[src/design/bcdcpu_pkg.sv]
// shared types, opcode names, mask table and decoder of the serial bcd processor
package bcdcpu_pkg;

	localparam int NUM_DIGITS = 11;
	localparam int NUM_MASKS  = 16;
	localparam int POS_W      = 4;

	localparam logic [31:0] OPS_WITH_K = 32'h3C07AA66;
	localparam logic [3:0]  DIG_OFF    = 4'hF;
	localparam logic [3:0]  LAST_POS   = 4'd10;
	localparam logic [3:0]  LAST_TIME  = 4'd9;

	// instruction classes
	localparam logic [1:0] CLS_BR_NC = 2'd0;
	localparam logic [1:0] CLS_BR_C  = 2'd1;
	localparam logic [1:0] CLS_MISC  = 2'd2;
	localparam logic [1:0] CLS_DIGIT = 2'd3;

	// digit opcodes
	localparam logic [4:0] OP_ADD_AB_A = 5'd0;
	localparam logic [4:0] OP_ADD_AK_A = 5'd1;
	localparam logic [4:0] OP_ADD_AK_C = 5'd2;
	localparam logic [4:0] OP_ALT3     = 5'd3;
	localparam logic [4:0] OP_CPY_B_C  = 5'd4;
	localparam logic [4:0] OP_ADD_CK_A = 5'd5;
	localparam logic [4:0] OP_ADD_CK_B = 5'd6;
	localparam logic [4:0] OP_SUB_AB_A = 5'd7;
	localparam logic [4:0] OP_SUB_AB_C = 5'd8;
	localparam logic [4:0] OP_SUB_AK_A = 5'd9;
	localparam logic [4:0] OP_SUB_CB_C = 5'd10;
	localparam logic [4:0] OP_SUB_CK_C = 5'd11;
	localparam logic [4:0] OP_CMP_AB   = 5'd12;
	localparam logic [4:0] OP_CMP_AK   = 5'd13;
	localparam logic [4:0] OP_CMP_CB   = 5'd14;
	localparam logic [4:0] OP_CMP_CK   = 5'd15;
	localparam logic [4:0] OP_CPY_K_A  = 5'd16;
	localparam logic [4:0] OP_CPY_K_B  = 5'd17;
	localparam logic [4:0] OP_CPY_K_C  = 5'd18;
	localparam logic [4:0] OP_SWAP_AB  = 5'd19;
	localparam logic [4:0] OP_SHL_A    = 5'd20;
	localparam logic [4:0] OP_SHL_B    = 5'd21;
	localparam logic [4:0] OP_SHL_C    = 5'd22;
	localparam logic [4:0] OP_SHR_A    = 5'd23;
	localparam logic [4:0] OP_SHR_B    = 5'd24;
	localparam logic [4:0] OP_SHR_C    = 5'd25;
	localparam logic [4:0] OP_WAITNO   = 5'd26;
	localparam logic [4:0] OP_ALT27    = 5'd27;
	localparam logic [4:0] OP_ALT28    = 5'd28;
	localparam logic [4:0] OP_ADD_CK_C = 5'd29;
	localparam logic [4:0] OP_ALT30    = 5'd30;
	localparam logic [4:0] OP_ALT31    = 5'd31;

	// flag and key opcodes
	localparam logic [4:0] FOP_BKEY  = 5'd18;
	localparam logic [4:0] FOP_SET_B = 5'd19;
	localparam logic [4:0] FOP_SET_A = 5'd20;
	localparam logic [4:0] FOP_SYNC  = 5'd21;
	localparam logic [4:0] FOP_SCAN  = 5'd22;
	localparam logic [4:0] FOP_CLR_B = 5'd23;
	localparam logic [4:0] FOP_CLR_A = 5'd24;
	localparam logic [4:0] FOP_TST_B = 5'd25;
	localparam logic [4:0] FOP_TST_A = 5'd26;
	localparam logic [4:0] FOP_FLP_B = 5'd27;
	localparam logic [4:0] FOP_FLP_A = 5'd28;
	localparam logic [4:0] FOP_CMP   = 5'd29;
	localparam logic [4:0] FOP_SWAP  = 5'd31;

	// one hex digit per position, position 0 leftmost, F marks a disabled position
	localparam logic [43:0] MASK_TBL [2][NUM_MASKS] = '{
		'{44'hFFFFFFFFFF7, 44'hFFFFFFFFF4F, 44'hFFFFFFFF1FF, 44'hFFFFFFF0FFF,
		  44'hFFFFFF0FFFF, 44'hFFFFF0FFFFF, 44'hFFFF0FFFFFF, 44'hF0FFFFFFFFF,
		  44'h1FFFFFFFFFF, 44'hFFFFFFFF000, 44'h01FFFFFFFFF, 44'h000000001FF,
		  44'h000000000FF, 44'hFFFFFFFFF01, 44'hFFFFFFFFF00, 44'h00000000000},
		'{44'h00000000000, 44'h5FFFFFFFFFF, 44'hFF00FFFFFFF, 44'hFFFF1FFFFFF,
		  44'hFFFF0000000, 44'hFFFFFFFFFF1, 44'hFF01FFFFFFF, 44'hF5FFFFFFFFF,
		  44'h000000FFFFF, 44'h0001FFFFFFF, 44'hFFFF0000001, 44'hFFFFF1FFFFF,
		  44'hFFFF00005FF, 44'hFFFF00001FF, 44'hFFFF4FFFFFF, 44'hFFFF0FFFFFF}
	};

	typedef enum logic [3:0] {
		K_NOP, K_ADD, K_SUB, K_COPY, K_SWAP, K_SHL, K_SHR,
		K_FSET, K_FCLR, K_FFLIP, K_FTEST, K_FCMP, K_FSWAP
	} kind_t;

	typedef struct packed {
		kind_t kind;
		logic  x_is_c;
		logic  y_is_k;
		logic  dest_a;
		logic  dest_b;
		logic  dest_c;
		logic  flag_a;
		logic  hex;
		logic  use_k;
	} ctl_t;

	function automatic logic [3:0] mask_digit(logic alt, logic [3:0] m, logic [3:0] pos);
		logic [3:0] sh;
		sh = LAST_POS - pos;
		return MASK_TBL[alt][m][{sh, 2'b00} +: 4];
	endfunction

	function automatic ctl_t decode(logic [10:0] w, logic alt);
		ctl_t c;
		logic [4:0] op;
		op = w[8:4];
		c = '{kind: K_NOP, default: 1'b0};
		if (w[10:9] == CLS_DIGIT) begin
			c.use_k = OPS_WITH_K[op];
			case (op)
				OP_ADD_AB_A: begin c.kind = K_ADD; c.dest_a = 1'b1; end
				OP_ADD_AK_A, OP_WAITNO, OP_ADD_CK_A, OP_ADD_AK_C, OP_ADD_CK_B,
				OP_ADD_CK_C: begin
					c.kind   = K_ADD;
					c.y_is_k = 1'b1;
					c.x_is_c = (op == OP_ADD_CK_A) || (op == OP_ADD_CK_B) ||
						(op == OP_ADD_CK_C);
					c.dest_a = (op == OP_ADD_AK_A) || (op == OP_WAITNO) ||
						(op == OP_ADD_CK_A);
					c.dest_b = (op == OP_ADD_CK_B);
					c.dest_c = (op == OP_ADD_AK_C) || (op == OP_ADD_CK_C);
				end
				OP_ALT3: begin
					if (alt) begin
						c.kind = K_ADD; c.x_is_c = 1'b1; c.dest_b = 1'b1;
					end else begin
						c.kind = K_COPY; c.dest_a = 1'b1;
					end
				end
				OP_CPY_B_C: begin c.kind = K_COPY; c.dest_c = 1'b1; end
				OP_SUB_AB_A: begin c.kind = K_SUB; c.dest_a = 1'b1; end
				OP_SUB_AB_C: begin c.kind = K_SUB; c.dest_c = 1'b1; end
				OP_SUB_AK_A: begin c.kind = K_SUB; c.y_is_k = 1'b1; c.dest_a = 1'b1; end
				OP_SUB_CB_C: begin c.kind = K_SUB; c.x_is_c = 1'b1; c.dest_c = 1'b1; end
				OP_SUB_CK_C: begin
					c.kind = K_SUB; c.x_is_c = 1'b1; c.y_is_k = 1'b1; c.dest_c = 1'b1;
				end
				OP_CMP_AB: c.kind = K_SUB;
				OP_CMP_AK: begin c.kind = K_SUB; c.y_is_k = 1'b1; end
				OP_CMP_CB: begin c.kind = K_SUB; c.x_is_c = 1'b1; end
				OP_CMP_CK: begin c.kind = K_SUB; c.x_is_c = 1'b1; c.y_is_k = 1'b1; end
				OP_CPY_K_A: begin c.kind = K_COPY; c.y_is_k = 1'b1; c.dest_a = 1'b1; end
				OP_CPY_K_B: begin c.kind = K_COPY; c.y_is_k = 1'b1; c.dest_b = 1'b1; end
				OP_CPY_K_C: begin c.kind = K_COPY; c.y_is_k = 1'b1; c.dest_c = 1'b1; end
				OP_SWAP_AB: c.kind = K_SWAP;
				OP_SHL_A: begin c.kind = K_SHL; c.dest_a = 1'b1; end
				OP_SHL_B: begin c.kind = K_SHL; c.dest_b = 1'b1; end
				OP_SHL_C: begin c.kind = K_SHL; c.dest_c = 1'b1; end
				OP_SHR_A: begin c.kind = K_SHR; c.dest_a = 1'b1; end
				OP_SHR_B: begin c.kind = K_SHR; c.dest_b = 1'b1; end
				OP_SHR_C: begin c.kind = K_SHR; c.dest_c = 1'b1; end
				OP_ALT27: begin
					if (alt) begin
						c.kind = K_SUB; c.x_is_c = 1'b1; c.dest_a = 1'b1;
					end else begin
						c.kind = K_ADD; c.y_is_k = 1'b1; c.dest_a = 1'b1; c.hex = 1'b1;
					end
				end
				OP_ALT28: begin
					if (alt) begin
						c.kind = K_SUB; c.x_is_c = 1'b1; c.y_is_k = 1'b1; c.dest_b = 1'b1;
					end else begin
						c.kind = K_SUB; c.y_is_k = 1'b1; c.dest_a = 1'b1; c.hex = 1'b1;
					end
				end
				OP_ALT30: begin
					if (alt) begin
						c.kind = K_ADD; c.dest_c = 1'b1;
					end
				end
				default: begin
					if (alt) begin
						c.kind = K_ADD; c.x_is_c = 1'b1; c.dest_c = 1'b1;
					end
				end
			endcase
		end else if (w[10:9] == CLS_MISC && w[8]) begin
			case (op)
				FOP_SET_B: c.kind = K_FSET;
				FOP_SET_A: begin c.kind = K_FSET; c.flag_a = 1'b1; end
				FOP_CLR_B: c.kind = K_FCLR;
				FOP_CLR_A: begin c.kind = K_FCLR; c.flag_a = 1'b1; end
				FOP_TST_B: c.kind = K_FTEST;
				FOP_TST_A: begin c.kind = K_FTEST; c.flag_a = 1'b1; end
				FOP_FLP_B: c.kind = K_FFLIP;
				FOP_FLP_A: begin c.kind = K_FFLIP; c.flag_a = 1'b1; end
				FOP_CMP:   c.kind = K_FCMP;
				FOP_SWAP:  c.kind = K_FSWAP;
				default:   c.kind = K_NOP;
			endcase
		end
		return c;
	endfunction

endpackage

[src/design/bcdcpu_digit_alu.sv]
// one-digit decimal or hex adder and subtractor with carry
module bcdcpu_digit_alu (
	input  logic [3:0] x,
	input  logic [3:0] y,
	input  logic       cin,
	input  logic       sub,
	input  logic       hex,
	output logic [3:0] d,
	output logic       cout
);
	logic [4:0] sum;
	logic [4:0] need;
	logic [3:0] diff;
	logic       neg;

	always_comb begin
		sum  = {1'b0, x} + {1'b0, y} + {4'b0, cin};
		need = {1'b0, y} + {4'b0, cin};
		neg  = {1'b0, x} < need;
		diff = x - y - {3'b0, cin};
		if (sub) begin
			cout = neg;
			// borrow adds ten in decimal, sixteen vanishes modulo sixteen
			d    = (neg && !hex) ? diff + 4'd10 : diff;
		end else if (hex) begin
			cout = sum[4];
			d    = sum[3:0];
		end else begin
			cout = sum >= 5'd10;
			d    = (sum >= 5'd10) ? 4'(sum - 5'd10) : sum[3:0];
		end
	end
endmodule

[src/design/bcd_calculator_cpu_step.sv]
// Executes one 11-bit instruction of an eleven-digit serial BCD calculator processor per
// transaction. The digit registers and flag registers rotate past a tap at one end (the
// other end for right shifts), one digit per clock, through a single 4-bit adder: the
// eleven digits go round first, then the finish state settles the condition bit, the program
// address and the result register. A new transaction is taken only when the block is idle,
// so it cannot take a new one before the last is through; the result register holds its
// transaction until taken and a stalled result holds the block in its finish state. The
// variant register is written directly.
module bcd_calculator_cpu_step (
	input  logic        clk,
	input  logic        arst_n,
	input  logic        variant_we,
	input  logic        variant_wdata,
	input  logic        in_valid,
	output logic        in_stall,
	input  logic [10:0] instr_word,
	input  logic        key_n,
	input  logic        key_o,
	input  logic [3:0]  read_position,
	output logic        out_valid,
	input  logic        out_stall,
	output logic [8:0]  next_address,
	output logic        carry_flag,
	output logic [3:0]  digit_time,
	output logic [3:0]  read_digit
);
	import bcdcpu_pkg::*;

	typedef enum logic [2:0] {
		S_IDLE = 3'b001,
		S_RUN  = 3'b010,
		S_FIN  = 3'b100
	} state_t;

	state_t       state_q;
	logic         variant_q;
	logic [3:0]   a_q [NUM_DIGITS];
	logic [3:0]   b_q [NUM_DIGITS];
	logic [3:0]   c_q [NUM_DIGITS];
	logic [NUM_DIGITS-1:0] fa_q;
	logic [NUM_DIGITS-1:0] fb_q;
	logic         cond_q;
	logic [8:0]   pc_q;
	logic [3:0]   dc_q;
	logic [10:0]  w_q;
	logic         kn_q;
	logic         ko_q;
	logic [3:0]   rpos_q;
	ctl_t         ctl_q;
	logic [3:0]   pos_q;
	logic         cy_q;
	logic         acc_q;
	logic [3:0]   sh_q;
	logic         out_valid_q;
	logic [8:0]   next_address_q;
	logic         carry_flag_q;
	logic [3:0]   digit_time_q;
	logic [3:0]   read_digit_q;

	ctl_t         ctl_in;
	logic         rev;
	logic [3:0]   tap;
	logic [3:0]   mdig;
	logic         en;
	logic [3:0]   kd;
	logic [3:0]   a_t, b_t, c_t;
	logic         fa_t, fb_t, fs_t;
	logic [3:0]   x, y, d;
	logic         cout;
	logic [3:0]   ra, rb, rc;
	logic         rfa, rfb;
	logic         do_fin;
	logic [8:0]   here, nxt;
	logic         cond_new;
	logic         keys;
	logic         not_last;

	assign in_stall = (state_q != S_IDLE);
	assign out_valid = out_valid_q;
	assign next_address = next_address_q;
	assign carry_flag = carry_flag_q;
	assign digit_time = digit_time_q;
	assign read_digit = read_digit_q;

	assign ctl_in = decode(instr_word, variant_q);

	// right shift walks from the most significant digit, everything else from the least
	assign rev  = (ctl_q.kind == K_SHR);
	assign tap  = rev ? 4'd0 : LAST_POS;
	assign mdig = mask_digit(variant_q, w_q[3:0], pos_q);
	assign en   = (mdig != DIG_OFF);
	assign kd   = ctl_q.use_k ? mdig : 4'd0;
	assign a_t  = a_q[tap];
	assign b_t  = b_q[tap];
	assign c_t  = c_q[tap];
	assign fa_t = fa_q[tap];
	assign fb_t = fb_q[tap];
	assign fs_t = ctl_q.flag_a ? fa_t : fb_t;
	assign x    = ctl_q.x_is_c ? c_t : a_t;
	assign y    = ctl_q.y_is_k ? kd : b_t;

	bcdcpu_digit_alu u_alu (
		.x    (x),
		.y    (y),
		.cin  (cy_q),
		.sub  (ctl_q.kind == K_SUB),
		.hex  (ctl_q.hex),
		.d    (d),
		.cout (cout)
	);

	always_comb begin
		ra  = a_t;
		rb  = b_t;
		rc  = c_t;
		rfa = fa_t;
		rfb = fb_t;
		if (en) begin
			case (ctl_q.kind)
				K_ADD, K_SUB: begin
					if (ctl_q.dest_a) ra = d;
					if (ctl_q.dest_b) rb = d;
					if (ctl_q.dest_c) rc = d;
				end
				K_COPY: begin
					if (ctl_q.dest_a) ra = y;
					if (ctl_q.dest_b) rb = y;
					if (ctl_q.dest_c) rc = y;
				end
				K_SWAP: begin
					ra = b_t;
					rb = a_t;
				end
				K_SHL, K_SHR: begin
					if (ctl_q.dest_a) ra = sh_q;
					if (ctl_q.dest_b) rb = sh_q;
					if (ctl_q.dest_c) rc = sh_q;
				end
				K_FSET, K_FCLR, K_FFLIP: begin
					if (ctl_q.flag_a) rfa = (ctl_q.kind == K_FSET) ||
						((ctl_q.kind == K_FFLIP) && !fa_t);
					else rfb = (ctl_q.kind == K_FSET) ||
						((ctl_q.kind == K_FFLIP) && !fb_t);
				end
				K_FSWAP: begin
					rfa = fb_t;
					rfb = fa_t;
				end
				default: ;
			endcase
		end
	end

	// condition bit and next address, settled once all digits have gone round
	always_comb begin
		here     = pc_q;
		nxt      = pc_q + 9'd1;
		cond_new = cond_q;
		keys     = kn_q || ko_q;
		not_last = (dc_q != LAST_TIME);
		case (ctl_q.kind)
			K_ADD, K_SUB: cond_new = ctl_q.hex ? 1'b0 : (cond_q || cy_q);
			K_FTEST, K_FCMP: cond_new = cond_q || acc_q;
			default: ;
		endcase
		case (w_q[10:9])
			CLS_DIGIT: begin
				if (w_q[8:4] == OP_WAITNO && !kn_q && not_last) nxt = here;
			end
			CLS_MISC: begin
				if (w_q[8]) begin
					case (w_q[8:4])
						FOP_BKEY: nxt = keys ? w_q[8:0] : here;
						FOP_SYNC: begin
							if (not_last) nxt = here;
							cond_new = 1'b0;
						end
						FOP_SCAN: begin
							cond_new = keys;
							if (!keys && not_last) nxt = here;
						end
						default: ;
					endcase
				end else begin
					if (!w_q[7] && ko_q) nxt = w_q[8:0];
					cond_new = 1'b0;
				end
			end
			CLS_BR_NC: begin
				if (!cond_q) nxt = w_q[8:0];
				cond_new = 1'b0;
			end
			default: begin
				if (cond_q) nxt = w_q[8:0];
				cond_new = 1'b0;
			end
		endcase
	end

	assign do_fin = (state_q == S_FIN) && (!out_valid_q || !out_stall);

	always_ff @(posedge clk or negedge arst_n) begin
		if (!arst_n) begin
			state_q     <= S_IDLE;
			variant_q   <= 1'b0;
			fa_q        <= '0;
			fb_q        <= '0;
			cond_q      <= 1'b0;
			pc_q        <= '0;
			dc_q        <= '0;
			out_valid_q <= 1'b0;
			for (int i = 0; i < NUM_DIGITS; i++) begin
				a_q[i] <= '0;
				b_q[i] <= '0;
				c_q[i] <= '0;
			end
		end else begin
			if (variant_we) variant_q <= variant_wdata;
			if (do_fin) out_valid_q <= 1'b1;
			else if (out_valid_q && !out_stall) out_valid_q <= 1'b0;
			case (state_q)
				S_IDLE: begin
					if (in_valid) state_q <= S_RUN;
				end
				S_RUN: begin
					// rotate every register one place through the tap
					if (rev) begin
						for (int i = 0; i < NUM_DIGITS - 1; i++) begin
							a_q[i]  <= a_q[i+1];
							b_q[i]  <= b_q[i+1];
							c_q[i]  <= c_q[i+1];
							fa_q[i] <= fa_q[i+1];
							fb_q[i] <= fb_q[i+1];
						end
						a_q[NUM_DIGITS-1]  <= ra;
						b_q[NUM_DIGITS-1]  <= rb;
						c_q[NUM_DIGITS-1]  <= rc;
						fa_q[NUM_DIGITS-1] <= rfa;
						fb_q[NUM_DIGITS-1] <= rfb;
					end else begin
						for (int i = 1; i < NUM_DIGITS; i++) begin
							a_q[i]  <= a_q[i-1];
							b_q[i]  <= b_q[i-1];
							c_q[i]  <= c_q[i-1];
							fa_q[i] <= fa_q[i-1];
							fb_q[i] <= fb_q[i-1];
						end
						a_q[0]  <= ra;
						b_q[0]  <= rb;
						c_q[0]  <= rc;
						fa_q[0] <= rfa;
						fb_q[0] <= rfb;
					end
					if ((rev && pos_q == LAST_POS) || (!rev && pos_q == 4'd0))
						state_q <= S_FIN;
				end
				S_FIN: begin
					if (do_fin) begin
						state_q     <= S_IDLE;
						cond_q      <= cond_new;
						pc_q        <= nxt;
						dc_q        <= (dc_q >= LAST_TIME) ? 4'd0 : dc_q + 4'd1;
					end
				end
				default: state_q <= S_IDLE;
			endcase
		end
	end

	// per-transaction working registers
	always_ff @(posedge clk) begin
		if (state_q == S_IDLE && in_valid) begin
			w_q    <= instr_word;
			kn_q   <= key_n;
			ko_q   <= key_o;
			rpos_q <= read_position;
			ctl_q  <= ctl_in;
			pos_q  <= (ctl_in.kind == K_SHR) ? 4'd0 : LAST_POS;
			cy_q   <= 1'b0;
			acc_q  <= 1'b0;
			sh_q   <= '0;
		end else if (state_q == S_RUN) begin
			pos_q <= rev ? pos_q + 4'd1 : pos_q - 4'd1;
			if (en) begin
				if (ctl_q.kind == K_ADD || ctl_q.kind == K_SUB) cy_q <= cout;
				if (ctl_q.kind == K_FTEST && fs_t) acc_q <= 1'b1;
				if (ctl_q.kind == K_FCMP && (fa_t != fb_t)) acc_q <= 1'b1;
				if (ctl_q.dest_a) sh_q <= a_t;
				else if (ctl_q.dest_b) sh_q <= b_t;
				else sh_q <= c_t;
			end
		end
		if (do_fin) begin
			next_address_q <= nxt;
			carry_flag_q   <= cond_new;
			digit_time_q   <= (dc_q >= LAST_TIME) ? 4'd0 : dc_q + 4'd1;
			read_digit_q   <= (rpos_q <= LAST_POS) ? a_q[rpos_q] : 4'd0;
		end
	end

	a_pos_range: assert property (@(posedge clk) disable iff (!arst_n)
		(state_q == S_RUN) |-> (pos_q <= LAST_POS))
		else $error("digit position out of range");

	a_fin_valid: assert property (@(posedge clk) disable iff (!arst_n)
		do_fin |=> out_valid_q)
		else $error("finished transaction not presented");

	a_time_range: assert property (@(posedge clk) disable iff (!arst_n)
		out_valid_q |-> (digit_time_q <= LAST_TIME))
		else $error("digit time out of range");

	a_run_after_accept: assert property (@(posedge clk) disable iff (!arst_n)
		(in_valid && !in_stall) |=> (state_q == S_RUN))
		else $error("accepted transaction did not start");
endmodule

[config.mk]
export PLATFORM = sky130hd
export DESIGN_NAME = bcd_calculator_cpu_step
export DESIGN_NICKNAME = d
export VERILOG_FILES = /design/src/design/bcdcpu_pkg.sv /design/src/design/bcdcpu_digit_alu.sv /design/src/design/bcd_calculator_cpu_step.sv
export SDC_FILE = /design/constraint.sdc
export NUM_CORES = 1
export LEC_CHECK = 0
export BUFFER_PORTS_ARGS = -buffer_cell sky130_fd_sc_hd__buf_2
export CAP_MARGIN = 20
export CORE_MARGIN = 5
export CORE_UTILIZATION = 40
export DETAILED_ROUTE_END_ITERATION = 7
export PLACE_DENSITY = 0.6
export SLEW_MARGIN = 20
export SYNTH_ARGS = -nofsm -noshare
export SYNTH_HDL_FRONTEND = slang
export SYNTH_SLANG_ARGS = --single-unit
[constraint.sdc]
create_clock -name clk -period 5.9 [get_ports clk]
set_input_delay 1.18 -clock clk [delete_from_list [all_inputs] [get_ports clk]]
set_output_delay 1.18 -clock clk [all_outputs]
set_load 0.05 [all_outputs]
==> flow_metrics.py, run 1 <==
metrics = {
    "critical_path": {
        "arrival_ps": 5940,
        "reg2reg_to": "a_q[41]$_DFFE_PN0P_",
        "timing.rr.start": "w_q[1]$_DFFE_PP_",
        "cp-start-kind": "flop",
        "crit_fanout": 16,
        "crit_path_end_kind": "flop",
        "critical_path_class": "reg -> reg",
        "worst_ep_required_time_ps": 6330,
        "r2r_setup_slack_ps": 390,
        "rr_worst_depth": 21,
    },
    "grt": {
        "grt_max_degree": 147,
        "grt_pass1_vias": 11915,
        "grt-ovfl-total": 0,
        "antenna_found_initial": 0,
        "grt_pass1_wl_mm": 63.26,
        "grt_use_total": 0.1817,
    },
    "synth": {
        "synth_seq_cells": 230,
        "synth_top_cell_by_area": "dfrtp_1",
        "syn_area_per_cell_um2": 8.231,
        "synth.top_cell.area_share": 0.2924,
        "syn_nets": 1852,
        "yosys_most_used_dff": "dfrtp_1",
        "synth.cell_area_um2": 14720,
        "synthCells": 1788,
        "synth.distinct_cells": 95,
        "yosys-top-cells-area": "dfrtp_1 (29%), edfxtp_1 (10%), nand2_1 (9.1%)",
        "synth_edf_count": 51,
        "yosysSeqAreaShare": 0.4064,
        "yosysWarnings": 0,
        "synth_common_cells": "nand2_1 (357), nor2_1 (231), dfrtp_1 (172), a31oi_1 (142), clkbuf_1 (108)",
        "synth_most_common_cell": "nand2_1",
        "ys_async_sr_fraction": 0.7522,
    },
    "drt": {
        "wl_per_cell_um": 17.01,
        "dr.pass1.iters": 5,
        "routed_wl_mm": 38.30,
        "detail-route-antenna-nets": 0,
        "via_per_inst": 5.778,
        "remaining_drc_errors": 0,
        "vias": 13006,
        "drtIter0Drc": 1029,
    },
    "sta": {
        "fin_ws_ps": 394.3,
        "final_max_slew_viol_count": 0,
        "setup_viol": 0,
        "slew_headroom": 0.2756,
        "fin_worst_skew_ps": 21.18,
        "fin_tns_setup_ps": 0,
        "fin_crit_ps": 5506,
        "tightest_slew_ps": 1073,
        "fmax_ghz": 0.1816,
        "finalHoldViolCount": 0,
        "fin_crit_sh": 0.9332,
        "rsz0062_at_grt": "false",
    },
    "power": {
        "peakVddDrop_mv": 0.2517,
        "power_frac_comb": 0.476,
        "p_int_mw": 4.903,
        "clkPwrFrac": 0.180,
        "switching_share": 0.4414,
        "leakage_nw": 6.625,
        "seq_power_share": 0.344,
        "p_sw_mw": 3.875,
        "p_total_mw": 8.778,
        "power_density_nw_per_um2": 544.7,
    },
    "placement": {
        "dpl-instance-area_um2": 15280,
        "dp.cells": 2203,
        "port_buffers": 42,
        "dpl_worst_slack_ps": 385.0,
        "dp_hpwl_mm": 25.45,
        "gp_congestion": 0.8861,
    },
    "finish": {
        "diodes": 0,
        "synthToLayoutAreaGrowth_pct": 9.504,
        "final_cells": 2251,
        "final_area_um2": 16120,
        "layout.nets": 1829,
        "drive_above_1_share": 0.09591,
    },
    "floorplanning": {
        "rows": 70,
        "dieArea_um2": 40730,
        "die_w_um": 201.8,
        "initial_utilization": 0.4039,
        "fp.dieH_um": 201.8,
        "core_um2": 36430,
        "io_pins": 43,
    },
    "clock_tree": {
        "clkTransAtPathRegs_ps": 70,
        "numCtsBuffers": 27,
        "tritoncts": "done",
        "clock-sinks": 230,
        "cts_root_buffer": "clkbuf_16",
        "post_cts_buffers": 0,
        "clock_path_buffers": 3,
        "cts_hold_buf": 0,
        "htree_levels": 1,
        "insertion_delay_ps": 570,
    },
    "worst_hold_path": {
        "hold_end": "acc_q$_SDFFE_PP0P_",
        "worstHoldPathCells": 2,
        "min_from": "acc_q$_SDFFE_PP0P_",
        "min_path_type": "reg -> reg",
    },
    "status": {
        "outcome": "finished, final reports clean",
    },
    "job": {
        "drv_cap": 0,
    },
}
## metal layers
layer	share of wire	track usage	vias up
met3	0.053	0.02535	56
met4	0.021	0.04639	0
met5	0	0	-
li1	-	-	6329
met1	0.47	0.2686	6256
met2	0.45	0.2818	365
## layout make-up
cell class / count / area, um2
Clock buffer: 37 / 754.5
Clock inverter: 10 / 68.82
Fill cell: 3549 / 20320
Inverter: 53 / 201.4
Multi-Input combinational cell: 1377 / 8028
Sequential cell: 230 / 5982
Tap cell: 468 / 585.6
Timing Repair Buffer: 76 / 496.7
## cells in the final DEF (no fill, tap or decap), drive strengths merged, types with 13 or more instances in the layout
master,Yosys,layout
nor3,22,22
a31oi,142,142
and3,20,20
nor2,232,232
dfrtp,172,172
nand2b,18,18
a21o,13,13
xnor2,23,23
o22ai,16,16
o31ai,16,16
nor2b,17,17
nand2,357,357
o21ai,75,75
mux2,16,16
clkbuf,109,37
o211ai,20,20
buf,19,76
nand3,24,24
o21a,13,13
edfxtp,51,51
a211oi,28,28
a21oi,102,102
inv,51,52
mux2i,31,31
ha,36,36
## per-stage QoR
stage                     hold slack [ps]    util
final                               481.5  0.4423
after global routing                524.1  0.4423
after CTS                           492.7  0.4420
after detailed placement            476.5  0.4194
after global placement              446.7  0.4194
after floorplan                     436.6       -
## cells by family (layout without fill, tap and decap cells)
kind of cell	count (synthesis)	in the layout	synth area share
and+or+nand+nor	739	739	0.2132
AOI/OAI and AO/OA	509	509	0.2283
DFF	230	230	0.4064
buffers and inverters	181	176	0.04922
muxes	55	55	0.04582
adders and majority gates	41	41	0.03741
xor gates and xnor gates	33	33	0.01964
## worst max-delay path by stage
stage | start | to | slack (ps) | cells after the start
floorplan | variant_q$_DFFE_PN0P_ | a_q[43]$_DFFE_PN0P_ | 390 | 21
global placement | w_q[0]$_DFFE_PP_ | a_q[43]$_DFFE_PN0P_ | 530 | 21
detailed placement | w_q[0]$_DFFE_PP_ | a_q[3]$_DFFE_PN0P_ | 390 | 21
CTS | w_q[0]$_DFFE_PP_ | a_q[3]$_DFFE_PN0P_ | 380 | 21
global route | w_q[1]$_DFFE_PP_ | a_q[41]$_DFFE_PN0P_ | 10 | 21
finish | w_q[1]$_DFFE_PP_ | a_q[41]$_DFFE_PN0P_ | 390 | 21
## power by group through the flow
| stage | Clock [mW] | Sequential [mW] | Combinational, mW |
|---|---|---|---|
| CTS | 1.63 | 3.02 | 4.16 |
| global placement | 0 | 3.02 | 4.05 |
| global route | 1.70 | 3.13 | 4.72 |
| detailed placement | 0 | 3.04 | 4.15 |
| finish | 1.58 | 3.02 | 4.18 |
| floorplan | 0 | 2.79 | 3.32 |
## flip-flops by register name, indices dropped and copies added, names as in the netlist, 3 cells and up
signal and flops:
a_q 44, read_digit 4, fa_q 11, c_q 44, ctl_q 12, sh_q 4, fb_q 11, rpos_q 4
pos_q 4, state_q 3, next_address 9, b_q 44, w_q 11, here 9, digit_time 4, dc_q 4
## worst max-delay path, stage by stage (launching register included)
cell      delay [ps]
edfxtp_1         650
buf_4            290
mux2_4           330
o211a_1          240
a211o_1          270
a311oi_1         330
a31oi_2          110
a21oi_1          310
or2_2            210
fa_1             190
inv_1             50
fa_1             400
xor2_1           270
ha_1             230
nand2_1           70
a21boi_0         320
o21a_1           160
nor4_1            50
a311oi_2         340
a211oi_1         150
a211oi_1         280
o21ai_0          110
## what timing repair did
action,CTS,global route
endpoints found under the setup margin,0,6
resized for setup,0,1
hold endpoints to repair,0,0
Power figures use the tool's default switching activity.
==> run 2: changes to the inputs <==
CELL_PAD_IN_SITES_DETAIL_PLACEMENT = 1   (was not set)
CELL_PAD_IN_SITES_GLOBAL_PLACEMENT = 1   (was not set)
PLACE_DENSITY = 0.75   (was 0.6)
==> run 2 against run 1 <==
Net effect:
- non-clock buffer count grew 4
- wire length grew 13%
- clock skew grew 12 ps
- register-to-register slack got worse by 40 ps
- fmax shrank 0.63%
- die area unchanged
- clock power increased by 23%
- sequential share of layout area down 0.60 points
- total power rose by 6.4%
- flip-flop and latch count did not move
- largest cell class unchanged
==> flow_metrics.py, run 2 (same netlist as run 1, synthesis figures left out) <==
metrics = {
    "floorplanning": {
        "dieArea_um2": 40730,
        "initial_utilization": 0.4039,
        "rows": 70,
        "fp.dieH_um": 201.8,
        "die_w_um": 201.8,
        "core_um2": 36430,
        "io_pins": 43,
    },
    "power": {
        "seq_power_share": 0.325,
        "power_frac_comb": 0.466,
        "clkPwrFrac": 0.208,
        "p_sw_mw": 4.078,
        "leakage_nw": 6.748,
        "p_int_mw": 5.260,
        "power_density_nw_per_um2": 570.0,
        "p_total_mw": 9.338,
        "switching_share": 0.4367,
        "peakVddDrop_mv": 0.2892,
    },
    "critical_path": {
        "timing.rr.start": "w_q[0]$_DFFE_PP_",
        "critPathCapture": "b_q[3]$_DFFE_PN0P_",
        "crit_path_end_kind": "flop",
        "critPathMostFrequentCell": "a31oi_1",
        "reg2reg_to": "b_q[3]$_DFFE_PN0P_",
        "critical_path_class": "reg -> reg",
        "worst_ep_required_time_ps": 6350,
        "crit_path_top_delay_cell": "edfxtp_1",
        "cp_num_cells": 22,
        "crit_family": "compound AO/OA/AOI/OAI gates",
        "crit_path_start": "w_q[0]$_DFFE_PP_",
        "arrival_ps": 5990,
        "crit_fanout": 10,
        "worst-path-buf-inv": 4,
        "cp-start-kind": "flop",
        "r2r_setup_slack_ps": 360,
        "path_cells": "inv_1 > buf_4 > ha_1 > or4b_1 > o311ai_0 > nand2b_1 > a311oi_1 > a31oi_1 > a21oi_1 > or2_2 > fa_1 > inv_1 > fa_1 > ha_1 > o21ai_0 > a31oi_1 > buf_4 > a31oi_1 > nor2_1 > a2111oi_2 > o21ai_1 > a221o_1",
        "critPathMaxStageDelay_ps": 560,
        "rr_worst_depth": 22,
    },
    "finish": {
        "utilization": 0.4497,
        "diodes": 0,
        "synthToLayoutAreaGrowth_pct": 11.32,
        "final_common_cell": "nand2_1",
        "multiInputGateArea_um2": 8035,
        "drive_above_1_share": 0.1032,
        "seq_area_um2": 5982,
        "fillerInstances": 4290,
        "layout_common_cells": "nand2_1 (357), nor2_1 (230), dfrtp_1 (172)",
        "largestRegisters": "a_q: 44 flops, b_q: 44 flops, c_q: 44 flops",
        "layout.nets": 1834,
    },
    "sta": {
        "holdWs_ps": 501.5,
        "fin_crit_sh": 0.9391,
        "fin_crit_ps": 5541,
        "fin_ws_ps": 359.2,
        "finalHoldViolCount": 0,
        "setup_viol": 0,
        "fmax_ghz": 0.1805,
        "tightest_slew_ps": 997.1,
        "fin_worst_skew_ps": 33.49,
        "rsz0062_at_grt": "false",
        "final_max_slew_viol_count": 0,
        "fin_tns_setup_ps": 0,
        "slew_headroom": 0.3353,
    },
    "grt": {
        "grt_max_degree": 219,
        "grt_pass1_wl_mm": 71.88,
        "grt_pass1_vias": 13579,
        "grt-ovfl-total": 0,
        "antenna_found_initial": 0,
        "grt_use_total": 0.2074,
    },
    "clock_tree": {
        "clock_path_buffers": 3,
        "clock-sinks": 230,
        "clkTransAtPathRegs_ps": 60,
        "cts_root_buffer": "clkbuf_16",
        "numCtsBuffers": 28,
        "tritoncts": "done",
        "post_cts_buffers": 0,
        "cts_hold_buf": 0,
        "htree_levels": 1,
        "insertion_delay_ps": 570,
    },
    "drt": {
        "drtIter0Drc": 869,
        "via_per_inst": 5.865,
        "wl_per_cell_um": 19.12,
        "remaining_drc_errors": 0,
        "dr.pass1.iters": 5,
        "routed_wl_mm": 43.21,
        "vias": 13256,
        "detail-route-antenna-nets": 0,
    },
    "job": {
        "drv_cap": 0,
    },
    "placement": {
        "dp_hpwl_mm": 29.17,
        "port_buffers": 42,
        "dpl_worst_slack_ps": 354.9,
        "gp_congestion": 0.9126,
    },
    "worst_hold_path": {
        "min_from": "acc_q$_SDFFE_PP0P_",
        "min_path_type": "reg -> reg",
    },
    "status": {
        "outcome": "finished, final reports clean",
    },
}
==> run 2: cell types whose count changed in the layout (fill, tap and decap cells not counted), moves of 2 or more <==
cell,change
buf_4,+5
clkbuf_8,+4
clkbuf_1,-4
clkinv_2,-2
bufinv_16,+6
==> run 2: power by group through the flow <==
stage | logic (mW) | clock network (mW) | registers [mW]
2_1_floorplan | 3.32 | 0 | 2.79
3_3_place_gp | 4.13 | 0 | 3.02
3_5_place_dp | 4.31 | 0 | 3.06
4_1_cts | 4.34 | 1.99 | 3.04
5_1_grt | 4.86 | 2.06 | 3.14
6_report | 4.36 | 1.94 | 3.04
==> run 2: cell type report <==
type,count,area share
Multi-Input combinational cell,1377,0.4905
Sequential cell,230,0.3651
Clock buffer,37,0.04918
Tap cell,468,0.03574
Timing Repair Buffer,80,0.03154
Clock inverter,15,0.01566
Inverter,53,0.01230
==> run 2: worst min-delay path by stage <==
stage / endpoint / slack, ps / cells past startpoint
2_1_floorplan: acc_q$_SDFFE_PP0P_ / 440 / 2
4_1_cts: sh_q[3]$_SDFFE_PP0P_ / 520 / 2
5_1_grt: sh_q[3]$_SDFFE_PP0P_ / 530 / 2
6_report: acc_q$_SDFFE_PP0P_ / 500 / 2
3_3_place_gp: acc_q$_SDFFE_PP0P_ / 450 / 2
3_5_place_dp: acc_q$_SDFFE_PP0P_ / 500 / 2
==> run 2: metrics by stage <==
stage | cells | area, um2
after floorplan | 1788 | 14720
after global placement | 2208 | 15310
after detailed placement | 2208 | 15310
after CTS | 2260 | 16370
after global routing | 2260 | 16380
final | 2260 | 16380
==> run 2: timing repair <==
item | in CTS | in global routing
resized for setup | 0 | 1
endpoints found under the hold margin | 0 | 0
setup endpoints to repair | 0 | 9
==> run 2: layer usage <==
metal / track usage / vias to the layer above / share of wire
met3: 0.02439 / 62 / 0.032
met4: 0.04907 / 0 / 0.021
met2: 0.3430 / 183 / 0.47
met1: 0.2929 / 6679 / 0.48
li1: - / 6332 / -
met5: 0 / - / 0
==> run 2: worst reg2reg max path, cell delays in order, from the launching register on <==
cell and delay [ps]:
edfxtp_1 560, inv_1 140, buf_4 160, ha_1 240, or4b_1 490, o311ai_0 170, nand2b_1 160, a311oi_1 90
a31oi_1 190, a21oi_1 110, or2_2 360, fa_1 420, inv_1 90, fa_1 480, ha_1 240, o21ai_0 150
a31oi_1 120, buf_4 160, a31oi_1 180, nor2_1 90, a2111oi_2 370, o21ai_1 150, a221o_1 310
==> run 3: changes to the inputs <==
--- a/config.mk
+++ b/config.mk
@@ -6,4 +6,5 @@
 export NUM_CORES = 1
 export LEC_CHECK = 0
+export ABC_CLOCK_PERIOD_IN_PS = 5900
 export BUFFER_PORTS_ARGS = -buffer_cell sky130_fd_sc_hd__buf_2
 export CAP_MARGIN = 20
==> constraint.sdc (replaced) <==
create_clock -name clk -period 5.9 [get_ports clk]
set_input_delay 0.59 -clock clk [delete_from_list [all_inputs] [get_ports clk]]
set_output_delay 0.59 -clock clk [all_outputs]
set_load 0.05 [all_outputs]
==> run 3 against run 2 <==
Net effect:
- sequential power about the same
- critical path depth decreased by 2
- sequential share of layout area increased by 0.43 points
- non-clock buffer count increased by 1
- clock power decreased by 15%
- hold slack got worse by 430 ps
- combinational power about the same
- total power decreased by 3.3%
- largest cell class unchanged
- highest routed layer unchanged
==> flow_metrics.py, run 3 (same netlist as run 1, synthesis figures left out) <==
metrics = {
    "clock_tree": {
        "insertion_delay_ps": 570,
        "clock_path_buffers": 3,
        "numCtsBuffers": 28,
        "clock-sinks": 230,
        "htree_levels": 1,
        "cts_root_buffer": "clkbuf_16",
        "clkTransAtPathRegs_ps": 60,
        "tritoncts": "done",
    },
    "drt": {
        "routed_wl_mm": 43.82,
        "drtIter0Drc": 904,
        "vias": 13265,
        "remaining_drc_errors": 0,
        "detail-route-antenna-nets": 0,
        "wl_per_cell_um": 19.39,
        "dr.pass1.iters": 5,
        "via_per_inst": 5.869,
    },
    "floorplanning": {
        "fp.dieH_um": 201.8,
        "rows": 70,
        "io_pins": 43,
        "core_um2": 36430,
        "die_w_um": 201.8,
        "dieArea_um2": 40730,
        "initial_utilization": 0.4039,
    },
    "finish": {
        "drive_above_1_share": 0.09877,
        "final_common_cell": "nand2_1",
        "layout_common_cells": "nand2_1 (357), nor2_1 (230), dfrtp_1 (172)",
        "final_cells": 2260,
        "largestRegisters": "a_q: 44 flops, b_q: 44 flops, c_q: 44 flops",
        "layout.nets": 1835,
        "diodes": 0,
        "fillerInstances": 4342,
        "synthToLayoutAreaGrowth_pct": 10.02,
    },
    "critical_path": {
        "r2r_setup_slack_ps": 390,
        "crit_fanout": 7,
        "critical_path_class": "reg -> reg",
        "timing.rr.start": "w_q[0]$_DFFE_PP_",
        "worst_ep_required_time_ps": 6370,
        "arrival_ps": 5980,
        "cp-start-kind": "flop",
        "crit_path_end_kind": "flop",
        "rr_worst_depth": 20,
        "reg2reg_to": "a_q[43]$_DFFE_PN0P_",
    },
    "grt": {
        "grt_pass1_vias": 13708,
        "grt-ovfl-total": 0,
        "antenna_found_initial": 0,
        "grt_use_total": 0.2108,
        "grt_max_degree": 229,
        "grt_pass1_wl_mm": 73.26,
    },
    "sta": {
        "final_max_slew_viol_count": 0,
        "fin_crit_ps": 5505,
        "slew_headroom": 0.2621,
        "fin_crit_sh": 0.9331,
        "tightest_slew_ps": 1103,
        "fin_worst_skew_ps": 25.71,
        "setup_viol": 0,
        "fin_ws_ps": 394.6,
        "finalHoldViolCount": 0,
        "rsz0062_at_grt": "false",
        "fin_tns_setup_ps": 0,
        "fmax_ghz": 0.1816,
    },
    "status": {
        "outcome": "finished, final reports clean",
    },
    "placement": {
        "port_buffers": 42,
        "dp.cells": 2206,
        "dp_hpwl_mm": 29.84,
        "dpl_worst_slack_ps": 113.1,
        "gp_congestion": 0.8979,
    },
    "power": {
        "power_density_nw_per_um2": 557.3,
        "peakVddDrop_mv": 0.2128,
        "leakage_nw": 6.650,
    },
    "worst_hold_path": {
        "min_path_type": "in -> async",
    },
    "job": {
        "drv_cap": 0,
    },
}
[run 3: cell types whose count changed in the layout (fill, tap and decap cells not counted), moves of 2 or more]
cell,previous run,this run
clkinv_2,6,2
bufinv_16,6,0
clkbuf_1,3,10
clkinv_1,2,4
[run 3: what timing repair did]
item,CTS,global route
resized for setup,0,4
hold buffers,0,0
endpoints found under the setup margin,0,18
setup buffers,0,3
[run 3: how the worst max path moves through the flow]
stage                           from                  end  slack [ps]
6_report            w_q[0]$_DFFE_PP_  a_q[43]$_DFFE_PN0P_         390
3_5_place_dp        w_q[0]$_DFFE_PP_   a_q[1]$_DFFE_PN0P_         110
4_1_cts             w_q[0]$_DFFE_PP_   a_q[1]$_DFFE_PN0P_         120
5_1_grt             w_q[0]$_DFFE_PP_   a_q[1]$_DFFE_PN0P_          20
2_1_floorplan  variant_q$_DFFE_PN0P_  a_q[43]$_DFFE_PN0P_         390
3_3_place_gp        w_q[0]$_DFFE_PP_  a_q[43]$_DFFE_PN0P_         300
[run 3: where the power goes]
part           switching [mW]  internal [mW]  total [mW]
combinational            2.63           1.71        4.34
sequential              0.725           2.32        3.04
clock                   0.708          0.939        1.65
[run 3: per-stage QoR]
step	util	power [mW]	instance area, um2	hold slack (ps)
floorplan	-	6.106	14720	294.4
global placement	0.4197	7.158	15290	447.6
detailed placement	0.4197	7.355	15290	482.0
CTS	0.4435	9.054	16160	102.7
global route	0.4444	9.780	16190	134.1
finish	0.4444	9.025	16190	73.34
[run 3: area by class of cell]
cell class,instances,area [um2],area share
well taps,468,585.6,0.03616
multi-input cells,1377,8034,0.4961
repair buffers,81,524.3,0.03238
clock buffers,43,807.0,0.04984
flip-flops and latches,230,5982,0.3694
clock inverters,8,58.81,0.003632
inverters,53,201.4,0.01244
[run 3: critical path: stages (launching register included)]
cell	delay (ps)
edfxtp_1	490
inv_2	180
ha_1	250
or4b_1	510
o311ai_0	210
nand2b_1	190
a311oi_1	110
a31oi_2	250
a21oi_1	130
or2_2	370
fa_1	420
inv_1	80
fa_1	460
ha_1	240
or4_1	510
a31oi_1	240
nand2_1	80
a211oi_1	220
a2111oi_0	100
o21a_1	140
o31ai_1	240
[run 3: per-layer routing]
layer / GRT usage / share of wire
met4: 0.04004 / 0.014
met2: 0.3567 / 0.48
met1: 0.2956 / 0.48
met3: 0.02358 / 0.031
met5: 0 / 0
